**config.mk**
```make
export PLATFORM = sky130hd
export DESIGN_NAME = runs_up_down_randomness_test_top
export DESIGN_NICKNAME = d
export VERILOG_FILES = /design/src/hdl/rudt_pkg.sv /design/src/hdl/rudt_ctrl.sv /design/src/hdl/rudt_dp.sv /design/src/hdl/runs_up_down_randomness_test_top.sv
export VERILOG_INCLUDE_DIRS = /design/src /design/src/hdl
export SDC_FILE = /design/constraint.sdc
export NUM_CORES = 2
export LEC_CHECK = 0
export ABC_AREA = 1
export BUFFER_PORTS_ARGS = -buffer_cell sky130_fd_sc_hd__buf_2
export CORE_ASPECT_RATIO = 1.2
export CORE_UTILIZATION = 65
export DETAILED_ROUTE_END_ITERATION = 8
export PLACE_DENSITY_LB_ADDON = 0.08
export SETUP_SLACK_MARGIN = 0.3
export SKIP_CTS_REPAIR_TIMING = 1
export SYNTH_ARGS = -nofsm -noshare
export SYNTH_HDL_FRONTEND = slang
export SYNTH_SLANG_ARGS = --single-unit
```
**constraint.sdc**
```tcl
create_clock -name clk_i -period 7.2 [get_ports clk_i]
set_clock_uncertainty 0.2 [all_clocks]
set_input_delay 0.72 -clock clk_i [delete_from_list [all_inputs] [get_ports clk_i]]
set_output_delay 0.72 -clock clk_i [all_outputs]
set_load 0.01 [all_outputs]
```
**src/hdl/runs_up_down_randomness_test_top_assert.svh**
```systemverilog
// Assertion macros shared by the runs up and down test modules.
// Every module that uses them has clk_i and rst_ni.
`ifndef RUNS_UP_DOWN_RANDOMNESS_TEST_TOP_ASSERT_SVH
`define RUNS_UP_DOWN_RANDOMNESS_TEST_TOP_ASSERT_SVH

// Same-cycle implication, held off during reset.
`define RUDT_ASSERT_IMPL(label, ante, cons, msg) \
  label: assert property (@(posedge clk_i) disable iff (!rst_ni) (ante) |-> (cons)) \
    else $error(msg);

// Next-cycle implication, held off during reset.
`define RUDT_ASSERT_NEXT(label, ante, cons, msg) \
  label: assert property (@(posedge clk_i) disable iff (!rst_ni) (ante) |=> (cons)) \
    else $error(msg);

`endif

```
**src/hdl/rudt_pkg.sv**
```systemverilog
`timescale 1ns / 1ps

package rudt_pkg;

  // Sequence limits
  localparam int unsigned MAX_SAMPLES = 16384;
  localparam int unsigned SAMPLE_BITS = 10;

  // Field widths
  localparam int unsigned CNT_W  = 15;
  localparam int unsigned RUN_W  = 14;
  localparam int unsigned MEAN_W = 14;
  localparam int unsigned VAR_W  = 12;

  // Stream widths
  localparam int unsigned IN_TDATA_W  = 16;
  localparam int unsigned OUT_TDATA_W = 64;

  // (2n-1)/3 as a multiply by 21846 and a shift by 16, exact for 15-bit operands
  localparam int unsigned       MEAN_X_W    = 15;
  localparam int unsigned       MEAN_PROD_W = 30;
  localparam int unsigned       MEAN_SHIFT  = 16;
  localparam logic [14:0]       MEAN_RECIP  = 15'd21846;

  // (16n-29)/90 as a multiply by floor(2^24/90), then one correction step
  localparam int unsigned       VAR_V_W     = 18;
  localparam int unsigned       VAR_PROD_W  = 36;
  localparam int unsigned       VAR_SHIFT   = 24;
  localparam logic [17:0]       VAR_RECIP   = 18'd186413;
  localparam logic [17:0]       VAR_DIV     = 18'd90;
  localparam logic [18:0]       VAR_OFFSET  = 19'd29;

  // |z| <= 1.96 as 10000*d^2 <= 38416*var
  localparam int unsigned       SQ_W        = 28;
  localparam int unsigned       LHS_W       = 42;
  localparam logic [13:0]       Z_SCALE     = 14'd10000;
  localparam logic [15:0]       Z_BOUND     = 16'd38416;

  typedef enum logic [1:0] {
    DIR_NONE,
    DIR_UP,
    DIR_DOWN
  } dir_e;

  typedef enum logic [2:0] {
    ST_RUN,
    ST_MEAN,
    ST_QUOT,
    ST_CORR,
    ST_SQ,
    ST_CMP
  } ctl_state_e;

  // Commands from the controller to the datapath
  typedef struct packed {
    logic take;   // a request is accepted this cycle
    logic mean;   // form the two reciprocal products
    logic quot;   // pick the quotient estimates
    logic corr;   // correct the variance, form |runs - mean|
    logic sq;     // square and scale
    logic fin;    // compare, load the summary, clear the sequence
  } dp_cmd_t;

endpackage

```
**src/hdl/rudt_ctrl.sv**
```systemverilog
`timescale 1ns / 1ps
`include "runs_up_down_randomness_test_top_assert.svh"

module rudt_ctrl (
  input  logic             clk_i,
  input  logic             rst_ni,
  input  logic             s_axis_tvalid,
  input  logic             s_axis_tlast,
  output logic             s_axis_tready,
  output logic             m_axis_tvalid,
  input  logic             m_axis_tready,
  output rudt_pkg::dp_cmd_t cmd_o
);

  rudt_pkg::ctl_state_e state_q, state_d;
  logic                 valid_q, valid_d;
  logic                 accept;

  always_ff @(posedge clk_i or negedge rst_ni) begin
    if (!rst_ni) begin
      state_q <= rudt_pkg::ST_RUN;
      valid_q <= 1'b0;
    end else begin
      state_q <= state_d;
      valid_q <= valid_d;
    end
  end

  always_comb begin
    state_d       = state_q;
    cmd_o         = '0;
    s_axis_tready = 1'b0;
    accept        = 1'b0;
    valid_d       = valid_q;
    if (valid_q && m_axis_tready) begin
      valid_d = 1'b0;
    end
    case (state_q)
      rudt_pkg::ST_RUN: begin
        s_axis_tready = !valid_q || m_axis_tready;
        accept        = s_axis_tvalid && s_axis_tready;
        cmd_o.take    = accept;
        if (accept) begin
          if (s_axis_tlast) begin
            state_d = rudt_pkg::ST_MEAN;
          end else begin
            valid_d = 1'b1;
          end
        end
      end
      rudt_pkg::ST_MEAN: begin
        cmd_o.mean = 1'b1;
        state_d    = rudt_pkg::ST_QUOT;
      end
      rudt_pkg::ST_QUOT: begin
        cmd_o.quot = 1'b1;
        state_d    = rudt_pkg::ST_CORR;
      end
      rudt_pkg::ST_CORR: begin
        cmd_o.corr = 1'b1;
        state_d    = rudt_pkg::ST_SQ;
      end
      rudt_pkg::ST_SQ: begin
        cmd_o.sq = 1'b1;
        state_d  = rudt_pkg::ST_CMP;
      end
      rudt_pkg::ST_CMP: begin
        cmd_o.fin = 1'b1;
        valid_d   = 1'b1;
        state_d   = rudt_pkg::ST_RUN;
      end
      default: begin
        state_d = rudt_pkg::ST_RUN;
      end
    endcase
  end

  assign m_axis_tvalid = valid_q;

  `RUDT_ASSERT_NEXT(a_last_holds_result, accept && s_axis_tlast, !m_axis_tvalid, "last request shown early")
  `RUDT_ASSERT_NEXT(a_plain_result_next, accept && !s_axis_tlast, m_axis_tvalid, "result not shown after request")
  `RUDT_ASSERT_NEXT(a_summary_shown, cmd_o.fin, m_axis_tvalid && state_q == rudt_pkg::ST_RUN, "summary not shown")

endmodule

```
**src/hdl/rudt_dp.sv**
```systemverilog
`timescale 1ns / 1ps
`include "runs_up_down_randomness_test_top_assert.svh"

module rudt_dp (
  input  logic                                clk_i,
  input  logic                                rst_ni,
  input  rudt_pkg::dp_cmd_t                   cmd_i,
  input  logic [rudt_pkg::IN_TDATA_W-1:0]     s_axis_tdata,
  output logic [rudt_pkg::OUT_TDATA_W-1:0]    m_axis_tdata,
  output logic                                m_axis_tuser,
  output logic                                m_axis_tlast
);

  // Sequence state
  logic [rudt_pkg::SAMPLE_BITS-1:0] prev_q;
  logic                             have_prev_q;
  rudt_pkg::dir_e                   last_dir_q;
  logic [rudt_pkg::RUN_W-1:0]       runs_q;
  logic [rudt_pkg::CNT_W-1:0]       count_q;
  logic                             ovf_q;

  // Statistics sequence
  logic [rudt_pkg::MEAN_PROD_W-1:0] mean_prod_q;
  logic [rudt_pkg::VAR_V_W-1:0]     var_v_q;
  logic [rudt_pkg::VAR_PROD_W-1:0]  var_prod_q;
  logic [rudt_pkg::MEAN_W-1:0]      mean_q;
  logic [rudt_pkg::VAR_W-1:0]       var_est_q;
  logic [rudt_pkg::VAR_W-1:0]       var_q;
  logic [rudt_pkg::RUN_W-1:0]       diff_q;
  logic [rudt_pkg::SQ_W-1:0]        sq_q;
  logic [rudt_pkg::SQ_W-1:0]        rhs_q;

  // Result register
  logic                             has_dir_q;
  logic                             up_q;
  logic                             done_q;
  logic [rudt_pkg::RUN_W-1:0]       run_out_q;
  logic [rudt_pkg::CNT_W-1:0]       cnt_out_q;
  logic [rudt_pkg::MEAN_W-1:0]      mean_out_q;
  logic [rudt_pkg::VAR_W-1:0]       var_out_q;
  logic                             acc_q;
  logic                             ovf_out_q;

  logic [rudt_pkg::SAMPLE_BITS-1:0] sample;
  logic                             full;
  rudt_pkg::dir_e                   dir_new;
  logic                             has_dir_new;
  logic [rudt_pkg::CNT_W:0]         twice_n;
  logic [rudt_pkg::MEAN_X_W-1:0]    mean_x;
  logic [rudt_pkg::CNT_W+3:0]       sixteen_n;
  logic [rudt_pkg::VAR_V_W-1:0]     var_v;
  logic [rudt_pkg::VAR_V_W-1:0]     var_scaled;
  logic [rudt_pkg::VAR_V_W-1:0]     var_rem;
  logic [rudt_pkg::LHS_W-1:0]       lhs;
  logic                             acc;

  assign sample      = s_axis_tdata[rudt_pkg::SAMPLE_BITS-1:0];
  assign full        = count_q >= rudt_pkg::CNT_W'(rudt_pkg::MAX_SAMPLES);
  assign dir_new     = (sample >= prev_q) ? rudt_pkg::DIR_UP : rudt_pkg::DIR_DOWN;
  assign has_dir_new = !full && have_prev_q;

  // 2n-1 fits 15 bits since n never exceeds the sample limit
  assign twice_n   = {count_q, 1'b0} - {{rudt_pkg::CNT_W{1'b0}}, 1'b1};
  assign mean_x    = twice_n[rudt_pkg::MEAN_X_W-1:0];
  assign sixteen_n = {count_q, 4'b0000};
  assign var_v     = (sixteen_n >= rudt_pkg::VAR_OFFSET)
                   ? rudt_pkg::VAR_V_W'(sixteen_n - rudt_pkg::VAR_OFFSET)
                   : '0;

  assign var_scaled = {{(rudt_pkg::VAR_V_W-rudt_pkg::VAR_W){1'b0}}, var_est_q}
                    * rudt_pkg::VAR_DIV;
  assign var_rem    = var_v_q - var_scaled;

  assign lhs = {{(rudt_pkg::LHS_W-rudt_pkg::SQ_W){1'b0}}, sq_q} * rudt_pkg::Z_SCALE;
  assign acc = (var_q != '0) &&
               (lhs <= {{(rudt_pkg::LHS_W-rudt_pkg::SQ_W){1'b0}}, rhs_q});

  always_ff @(posedge clk_i or negedge rst_ni) begin
    if (!rst_ni) begin
      prev_q      <= '0;
      have_prev_q <= 1'b0;
      last_dir_q  <= rudt_pkg::DIR_NONE;
      runs_q      <= '0;
      count_q     <= '0;
      ovf_q       <= 1'b0;
    end else if (cmd_i.fin) begin
      prev_q      <= '0;
      have_prev_q <= 1'b0;
      last_dir_q  <= rudt_pkg::DIR_NONE;
      runs_q      <= '0;
      count_q     <= '0;
      ovf_q       <= 1'b0;
    end else if (cmd_i.take) begin
      if (full) begin
        ovf_q <= 1'b1;
      end else begin
        if (have_prev_q) begin
          if (dir_new != last_dir_q) begin
            runs_q <= runs_q + 1'b1;
          end
          last_dir_q <= dir_new;
        end
        prev_q      <= sample;
        have_prev_q <= 1'b1;
        count_q     <= count_q + 1'b1;
      end
    end
  end

  always_ff @(posedge clk_i) begin
    if (cmd_i.mean) begin
      mean_prod_q <= {{(rudt_pkg::MEAN_PROD_W-rudt_pkg::MEAN_X_W){1'b0}}, mean_x}
                   * rudt_pkg::MEAN_RECIP;
      var_v_q     <= var_v;
      var_prod_q  <= {{(rudt_pkg::VAR_PROD_W-rudt_pkg::VAR_V_W){1'b0}}, var_v}
                   * rudt_pkg::VAR_RECIP;
    end
    if (cmd_i.quot) begin
      mean_q    <= mean_prod_q[rudt_pkg::MEAN_PROD_W-1:rudt_pkg::MEAN_SHIFT];
      var_est_q <= var_prod_q[rudt_pkg::VAR_SHIFT+rudt_pkg::VAR_W-1:rudt_pkg::VAR_SHIFT];
    end
    if (cmd_i.corr) begin
      var_q  <= var_est_q + rudt_pkg::VAR_W'(var_rem >= rudt_pkg::VAR_DIV);
      diff_q <= (runs_q >= mean_q) ? runs_q - mean_q : mean_q - runs_q;
    end
    if (cmd_i.sq) begin
      sq_q  <= {{(rudt_pkg::SQ_W-rudt_pkg::RUN_W){1'b0}}, diff_q} * diff_q;
      rhs_q <= {{(rudt_pkg::SQ_W-rudt_pkg::VAR_W){1'b0}}, var_q} * rudt_pkg::Z_BOUND;
    end
    if (cmd_i.take) begin
      has_dir_q  <= has_dir_new;
      up_q       <= has_dir_new && (dir_new == rudt_pkg::DIR_UP);
      done_q     <= 1'b0;
      run_out_q  <= '0;
      cnt_out_q  <= '0;
      mean_out_q <= '0;
      var_out_q  <= '0;
      acc_q      <= 1'b0;
      ovf_out_q  <= 1'b0;
    end
    if (cmd_i.fin) begin
      done_q     <= 1'b1;
      run_out_q  <= runs_q;
      cnt_out_q  <= count_q;
      mean_out_q <= mean_q;
      var_out_q  <= var_q;
      acc_q      <= acc;
      ovf_out_q  <= ovf_q;
    end
  end

  assign m_axis_tdata = {6'b0, ovf_out_q, acc_q, var_out_q, mean_out_q,
                         cnt_out_q, run_out_q, up_q};
  assign m_axis_tuser = has_dir_q;
  assign m_axis_tlast = done_q;

  `RUDT_ASSERT_IMPL(a_count_limit, 1'b1, count_q <= rudt_pkg::CNT_W'(rudt_pkg::MAX_SAMPLES), "sample count past limit")
  `RUDT_ASSERT_IMPL(a_runs_bound, 1'b1, runs_q == '0 || rudt_pkg::CNT_W'(runs_q) < count_q, "more runs than comparisons")
  `RUDT_ASSERT_IMPL(a_var_estimate, cmd_i.corr, var_rem < rudt_pkg::VAR_V_W'(2 * rudt_pkg::VAR_DIV), "variance estimate off by more than one")

endmodule

```
**src/hdl/runs_up_down_randomness_test_top.sv**
```systemverilog
`timescale 1ns / 1ps

// Runs up and down randomness test. Stream in one sample per request on the
// slave side (sample in s_axis_tdata[9:0], s_axis_tlast on the final sample of
// a sequence). Every request gives exactly one result on the master side:
// m_axis_tuser says whether the sample was counted and had a predecessor, and
// tdata[0] then says up (greater or equal) or down. On the final sample the
// result also carries the run count, the sample count (saturating at 16384,
// overflow set past that), the truncated mean (2n-1)/3 and variance
// (16n-29)/90, and the accepted flag for |z| <= 1.96; the block then starts a
// fresh sequence. An ordinary result is registered, shown in the cycle after
// its request. A final sample runs the statistics through five steps of the
// controller (two reciprocal multiplies, quotient pick, variance correction,
// squaring, scaled compare) before the summary is shown. The single output
// register lets a new request in on the cycle its result is taken.

module runs_up_down_randomness_test_top (
  input  logic                                clk_i,
  input  logic                                rst_ni,
  // sample [9:0], zeros above
  input  logic [rudt_pkg::IN_TDATA_W-1:0]     s_axis_tdata,
  input  logic                                s_axis_tlast,   // last_sample
  input  logic                                s_axis_tvalid,
  output logic                                s_axis_tready,
  // direction_up [0], run_count [14:1], sample_count [29:15],
  // expected_mean [43:30], expected_variance [55:44], accepted [56],
  // overflow [57], zeros above
  output logic [rudt_pkg::OUT_TDATA_W-1:0]    m_axis_tdata,
  output logic                                m_axis_tuser,   // has_direction
  output logic                                m_axis_tlast,   // done_res
  output logic                                m_axis_tvalid,
  input  logic                                m_axis_tready
);

  rudt_pkg::dp_cmd_t cmd;

  // Sequence the handshakes and the statistics steps
  rudt_ctrl u_ctrl (
    .clk_i         (clk_i),
    .rst_ni        (rst_ni),
    .s_axis_tvalid (s_axis_tvalid),
    .s_axis_tlast  (s_axis_tlast),
    .s_axis_tready (s_axis_tready),
    .m_axis_tvalid (m_axis_tvalid),
    .m_axis_tready (m_axis_tready),
    .cmd_o         (cmd)
  );

  // Hold the sequence state, the arithmetic and the result register
  rudt_dp u_dp (
    .clk_i        (clk_i),
    .rst_ni       (rst_ni),
    .cmd_i        (cmd),
    .s_axis_tdata (s_axis_tdata),
    .m_axis_tdata (m_axis_tdata),
    .m_axis_tuser (m_axis_tuser),
    .m_axis_tlast (m_axis_tlast)
  );

endmodule
```
# Word level (Yosys, flattened, before mapping)
# Index checks and enable logic that the tools add are counted.
[word_totals] regBits=294 in_bits=21
[op_classes] add_sub_neg=8 n_mul=6 n_lt_le_gt_ge=6 n_eq_ne=10 muxes=48 reduce_logical=19
[op_table] operator="$mux W14" count=9
[op_table] operator="$mux W15" count=5
[op_table] operator="$le A42 B28 Y1" count=1
[op_table] operator="$mul A28 B10 Y38 const B" count=1
[op_table] operator="$mul A18 B18 Y36 const B" count=1
[op_table] operator="$mux W10" count=3
[op_table] operator="$mul A15 B14 Y29 const B" count=1
[op_table] operator="$mul A14 B14 Y28" count=1
[op_table] operator="$sub A14 B14 Y14" count=2
[op_table] operator="$mul A12 B12 Y24 const B" count=1
[op_table] operator="$mux W12" count=2
[op_table] operator="$ge A19 B5 Y1 const B" count=1
[op_table] operator="$mux W1" count=19
[op_table] operator="$ge A18 B7 Y1 const B" count=1
[op_table] operator="$mux W18" count=1
[op_table] operator="$sub A18 B18 Y18" count=1
[op_table] operator="$sub A18 B5 Y18 const B" count=1
[op_table] operator="$mul A12 B6 Y17 const B" count=1
[op_table] operator="$add A15 B1 Y15 const B" count=1
[op_table] operator="$ge A15 B15 Y1 const B" count=1
[op_table] operator="$pmux W3 S5" count=1
[op_table] operator="$sub A15 B1 Y15 const B" count=1
[op_table] operator="$add A14 B1 Y14 const B" count=1
[op_table] operator="$ge A14 B14 Y1" count=1
[op_table] operator="21 further kinds" count=39

# Longest topological paths before layout
[depth] word_depth=8 mapped_depth=34 mapped_depth_nobuf=34

# By module
# A second synthesis with hierarchy kept.
[hier_totals] hier_cells=3961 hier_area_um2=34599.4
[by_module_without_submodules] mod="rudt_dp" n_inst=1 cells_per_inst=3924 area_each_um2=34351.7
[by_module_without_submodules] mod="rudt_ctrl" n_inst=1 cells_per_inst=37 area_each_um2=247.7

# Worst setup path after synthesis
# OpenSTA, ideal clock, no wires.
[synth_timing] path_kind="reg-to-reg" from="register u_dp.count_q[1] in the netlist's numbering" to="register u_dp.var_prod_q[35] in the netlist's numbering, data pin" setup_time_ns=0.252 arrival_time_ns=6.022 path_slack_ns=0.726 path_stages_with_launch=29 path_buffers=1 path_cell_list="dfrtp_1 > inv_1 > ha_1 > inv_1 > nor2_2 > inv_2 > nor2_4 > buf_1 > a21oi_1 > ha_1 > fa_1 > inv_1 > fa_1 > inv_1 > fa_1 > fa_1 > fa_1 > ha_1 > nand2_1 > nor3_1 > nor2_1 > o21ai_0 > inv_1 > nor2_1 > nor2_1 > o21ai_0 > a21oi_1 > nand3b_1 > nand2_1"
[synth_via] elab_chain_cells=3
[synth_lines] element="start, declared" line_no="rudt_dp.sv:19" text="logic [rudt_pkg::CNT_W-1:0] count_q;"
[synth_lines] element="start signal, assigned" line_no="rudt_dp.sv:105" text="count_q <= count_q + 1'b1;"
[synth_lines] element="$sub A18 B5 Y18 or $ge A19 B5 Y1 (tied branches)" line_no="rudt_dp.sv:67, rudt_dp.sv:66"
[synth_lines] element="$mux W18 *" line_no="rudt_dp.sv:67" text="? rudt_pkg::VAR_V_W'(sixteen_n - rudt_pkg::VAR_OFFSET)"
[synth_lines] element="net u_dp.var_v, one bit" line_no="rudt_dp.sv:51" text="logic [rudt_pkg::VAR_V_W-1:0] var_v;"
[synth_lines] element="$mul A18 B18 Y36 *" line_no="rudt_dp.sv:116" text="* rudt_pkg::VAR_RECIP;"
[synth_lines] element="end signal, assigned" line_no="rudt_dp.sv:115" text="var_prod_q <= {{(rudt_pkg::VAR_PROD_W-rudt_pkg::VAR_V_W){1'b0}}, var_v}"
[synth_lines] element="end, declared" line_no="rudt_dp.sv:25" text="logic [rudt_pkg::VAR_PROD_W-1:0] var_prod_q;"
# Mark *: on every way through the listed nets, which the timed path passes. The rest lies on a longest branch.
# A chain may end at the register's enable or synchronous reset.

# Worst setup path in the final report
[layout_timing] from="register u_dp.count_q[2] in the netlist's numbering" to="register u_dp.var_prod_q[34] in the netlist's numbering, data pin"
[layout_via] elab_chain_cells=3
[layout_lines] element="$ge A19 B5 Y1" line_no="rudt_dp.sv:66" text="assign var_v = (sixteen_n >= rudt_pkg::VAR_OFFSET)"
[layout_lines] element="$mux W18" line_no="rudt_dp.sv:67"
[layout_lines] element="net u_dp.var_v, one bit" line_no="rudt_dp.sv:51"
[layout_lines] element="$mul A18 B18 Y36" line_no="rudt_dp.sv:116"
# The timed path passes the listed nets, and every way through them passes these cells.

==> out/qor.yml <==
outcome: "completed"
worstHoldPathType: "input port to asynchronous set/reset pin"
row_count: 92
critPathRequiredTime_ns: 7.33
synth_edf_count: 203
max_slew_margin_pct: 40.3
ys.flop_type: "edfxtp_1"
grt_pass1_vias: 25900
viasPerCell: 5.39
die-area_sq_um: 54100
drv_slew: 0
nets: 4986
n_fill_cell: 4275
crit_path_end_kind: "flip-flop"
fin_crit_sh_pct: 90.6
die_h_microns: 255
cts_sinks: 251
area_growth_pct: 6.65
dp.cells: 4678
yosysTopAreaCellShare_pct: 21.8
htree_levels: 1
cp.arrival_ns: 6.65
clk_root_buffer_cell: "clkbuf_16"
fp.coreArea_sq_um: 52500
grt_max_degree: 80
start_util_pct: 65.8
ff_latch_area_sq_um: 7290
yosys-top-cells-area: "ha_1, fa_1, edfxtp_1, inv_1, nand2_1"
critical_path_class: "flip-flop to flip-flop"
antenna_found_initial: 2
ys_async_sr_fraction_pct: 18.7
max_freq_mhz: 153
final_hold_viol_count: 0
synth.cell_area_sq_um: 34600
wirelength_mm: 77.9
multiInputGateArea_sq_um: 23500
cts_max_path_buffers: 3
rsz0062_at_grt: "true"
ys_seq_area_share_pct: 21.1
cap_violations: 0
grt_first_pass_wirelength_mm: 127
dp_hpwl_mm: 66.5
antenna_cells: 0
io-pin-count: 89
reg2reg_slack_ns: 0.67
drc: 0
die_x_microns: 213
finalSetupViolations: 0
period_minus_slack_ns: 6.53
whs_ns: 0.0279
synth_seq_cells: 251
clk_latency_ns: 0.59
layout_common_cells: "inv_1, ha_1, nand2_1"
grt_use_total_pct: 29.7
layoutNonFillerInstCount: 4732
drive_gt1_share_pct: 6.28
place_area_sq_um: 35800
layout_commonest_cell: "inv_1"
cts_tree: "done"
synthCells: 3911
critPathMaxFanout: 6
worst_pin_slew_ns: 0.896
path_clk_slew_ns: 0.06
firstDrtPassIters: 6
drt_iter0_markers: 1357
vias: 25500
routedWlPerCell_microns: 16.5
cts_buffers: 28
tns_ns: 0
portBuffers: 76
synth_warnings: 0
ys_types: 69
grt_overflow: 0
cp-start-kind: "flip-flop"
design_area_sq_um: 36900
place_congestion: 0.930
synth_top_area_cell: "ha_1"
syn_avg_cell_area_sq_um: 8.84
ant_nets: 0
[flip-flops by register name (all words and copies together), names as in the netlist, 14 cells and up]
register	flops
u_dp.mean_prod_q	14
u_dp.count_q	15
u_dp.rhs_q	24
u_dp.mean_out_q	14
u_dp.runs_q	14
u_dp.var_v_q	14
u_dp.cnt_out_q	15
u_dp.sq_q	27
u_dp.diff_q	14
u_dp.run_out_q	14
u_dp.mean_q	14
[area by class of cell]
cell class              count  share of cell area, %
multi-input cells        2661                   63.8
clock inverters            18                  0.597
clock buffers              33                   1.95
flip-flops and latches    251                   19.8
inverters                 955                   9.77
repair buffers            109                   1.74
well taps                 705                   2.39
[Yosys cell counts (4+ instances only)]
| cell type | number |
|---|---|
| a211oi_1 | 4 |
| a21boi_0 | 4 |
| a21o_1 | 15 |
| a21oi_1 | 223 |
| a31oi_1 | 17 |
| and2_1 | 4 |
| buf_2 | 7 |
| buf_4 | 13 |
| clkbuf_1 | 24 |
| dfrtp_1 | 47 |
| edfxtp_1 | 203 |
| fa_1 | 357 |
| ha_1 | 602 |
| inv_1 | 939 |
| inv_2 | 11 |
| inv_4 | 4 |
| nand2_1 | 568 |
| nand2_2 | 5 |
| nand2_4 | 6 |
| nand3_1 | 73 |
| nand3_2 | 4 |
| nand3b_1 | 5 |
| nand4_1 | 36 |
| nor2_1 | 267 |
| nor2_2 | 9 |
| nor2_4 | 4 |
| nor3_1 | 47 |
| nor4_1 | 5 |
| o2111ai_1 | 4 |
| o211ai_1 | 17 |
| o21a_1 | 11 |
| o21ai_0 | 111 |
| o21ai_1 | 11 |
| o21ai_2 | 5 |
| o21bai_1 | 19 |
| o221ai_1 | 4 |
| o22ai_1 | 4 |
| or2_2 | 9 |
| xnor2_1 | 40 |
| xor2_1 | 126 |
[worst max-delay path, stage by stage (launching register included)]
cell     delay, ns
dfrtp_1       0.46
inv_2         0.12
ha_2          0.21
nand2_1       0.15
nor4_4        0.23
nand2_1       0.13
nor2_1        0.36
inv_1         0.27
nand2_1       0.11
nor2_1        0.07
ha_1          0.36
fa_1          0.53
fa_1          0.52
fa_1          0.44
ha_1          0.30
ha_1          0.31
ha_1          0.39
a21oi_1       0.23
o21ai_0       0.19
a21oi_1       0.21
nand2_1       0.09
inv_1         0.07
nand4_1       0.16
nand3_1       0.11
nand2_1       0.05
[final timing paths]
path,start,end,cells after the start
worst min-delay path,rst_ni,u_dp.runs_q[0]$_DFFE_PN0P_,2
worst max-delay path,u_dp.count_q[2]$_DFFE_PN0P_,u_dp.var_prod_q[34]$_DFFE_PP_,24
worst min register to register,u_dp.var_prod_q[30]$_DFFE_PP_,u_dp.var_est_q[6]$_DFFE_PP_,0
worst max register to register,u_dp.count_q[2]$_DFFE_PN0P_,u_dp.var_prod_q[34]$_DFFE_PP_,24
min in group clk_i,s_axis_tdata[3],u_dp.prev_q[3]$_DFFE_PN0P_,3
max in group asynchronous,rst_ni,u_dp.count_q[12]$_DFFE_PN0P_,2
[kinds of logic after synthesis]
logic type | Yosys count | synth area share [%]
muxes | 2 | 0.0615
adders and majority gates | 959 | 42.5
DFF | 251 | 21.1
xor gates and xnor gates | 166 | 4.21
and+or+nand+nor | 1053 | 13.0
buffers and inverters | 1004 | 11.2
other | 1 | 0.0108
AOI/OAI and AO/OA | 475 | 7.98
[stage by stage]
| stage | setup slack, ns | utilization (%) |
|---|---|---|
| 6_report | 0.674 | 70.2 |
| 2_1_floorplan | 0.726 | - |
| 3_5_place_dp | 0.380 | 68.2 |
| 4_1_cts | 0.365 | 70.0 |
| 5_1_grt | 0.263 | 70.2 |
| 3_3_place_gp | 0.430 | 68.2 |
[routing by layer]
| metal | share of wire (%) | GRT usage, % | vias up | wire (microns) |
|---|---|---|---|---|
| met2 | 53 | 55.7 | 464 | 41300 |
| met5 | 0 | 0 | - | 0 |
| li1 | - | - | 12600 | - |
| met4 | 3.5 | 10.4 | 0 | 2750 |
| met1 | 40 | 35.6 | 12300 | 31500 |
| met3 | 3.1 | 2.30 | 149 | 2410 |
Power is not shown: default switching activity piles up to over one toggle a cycle in this logic, so the estimate is an artifact.
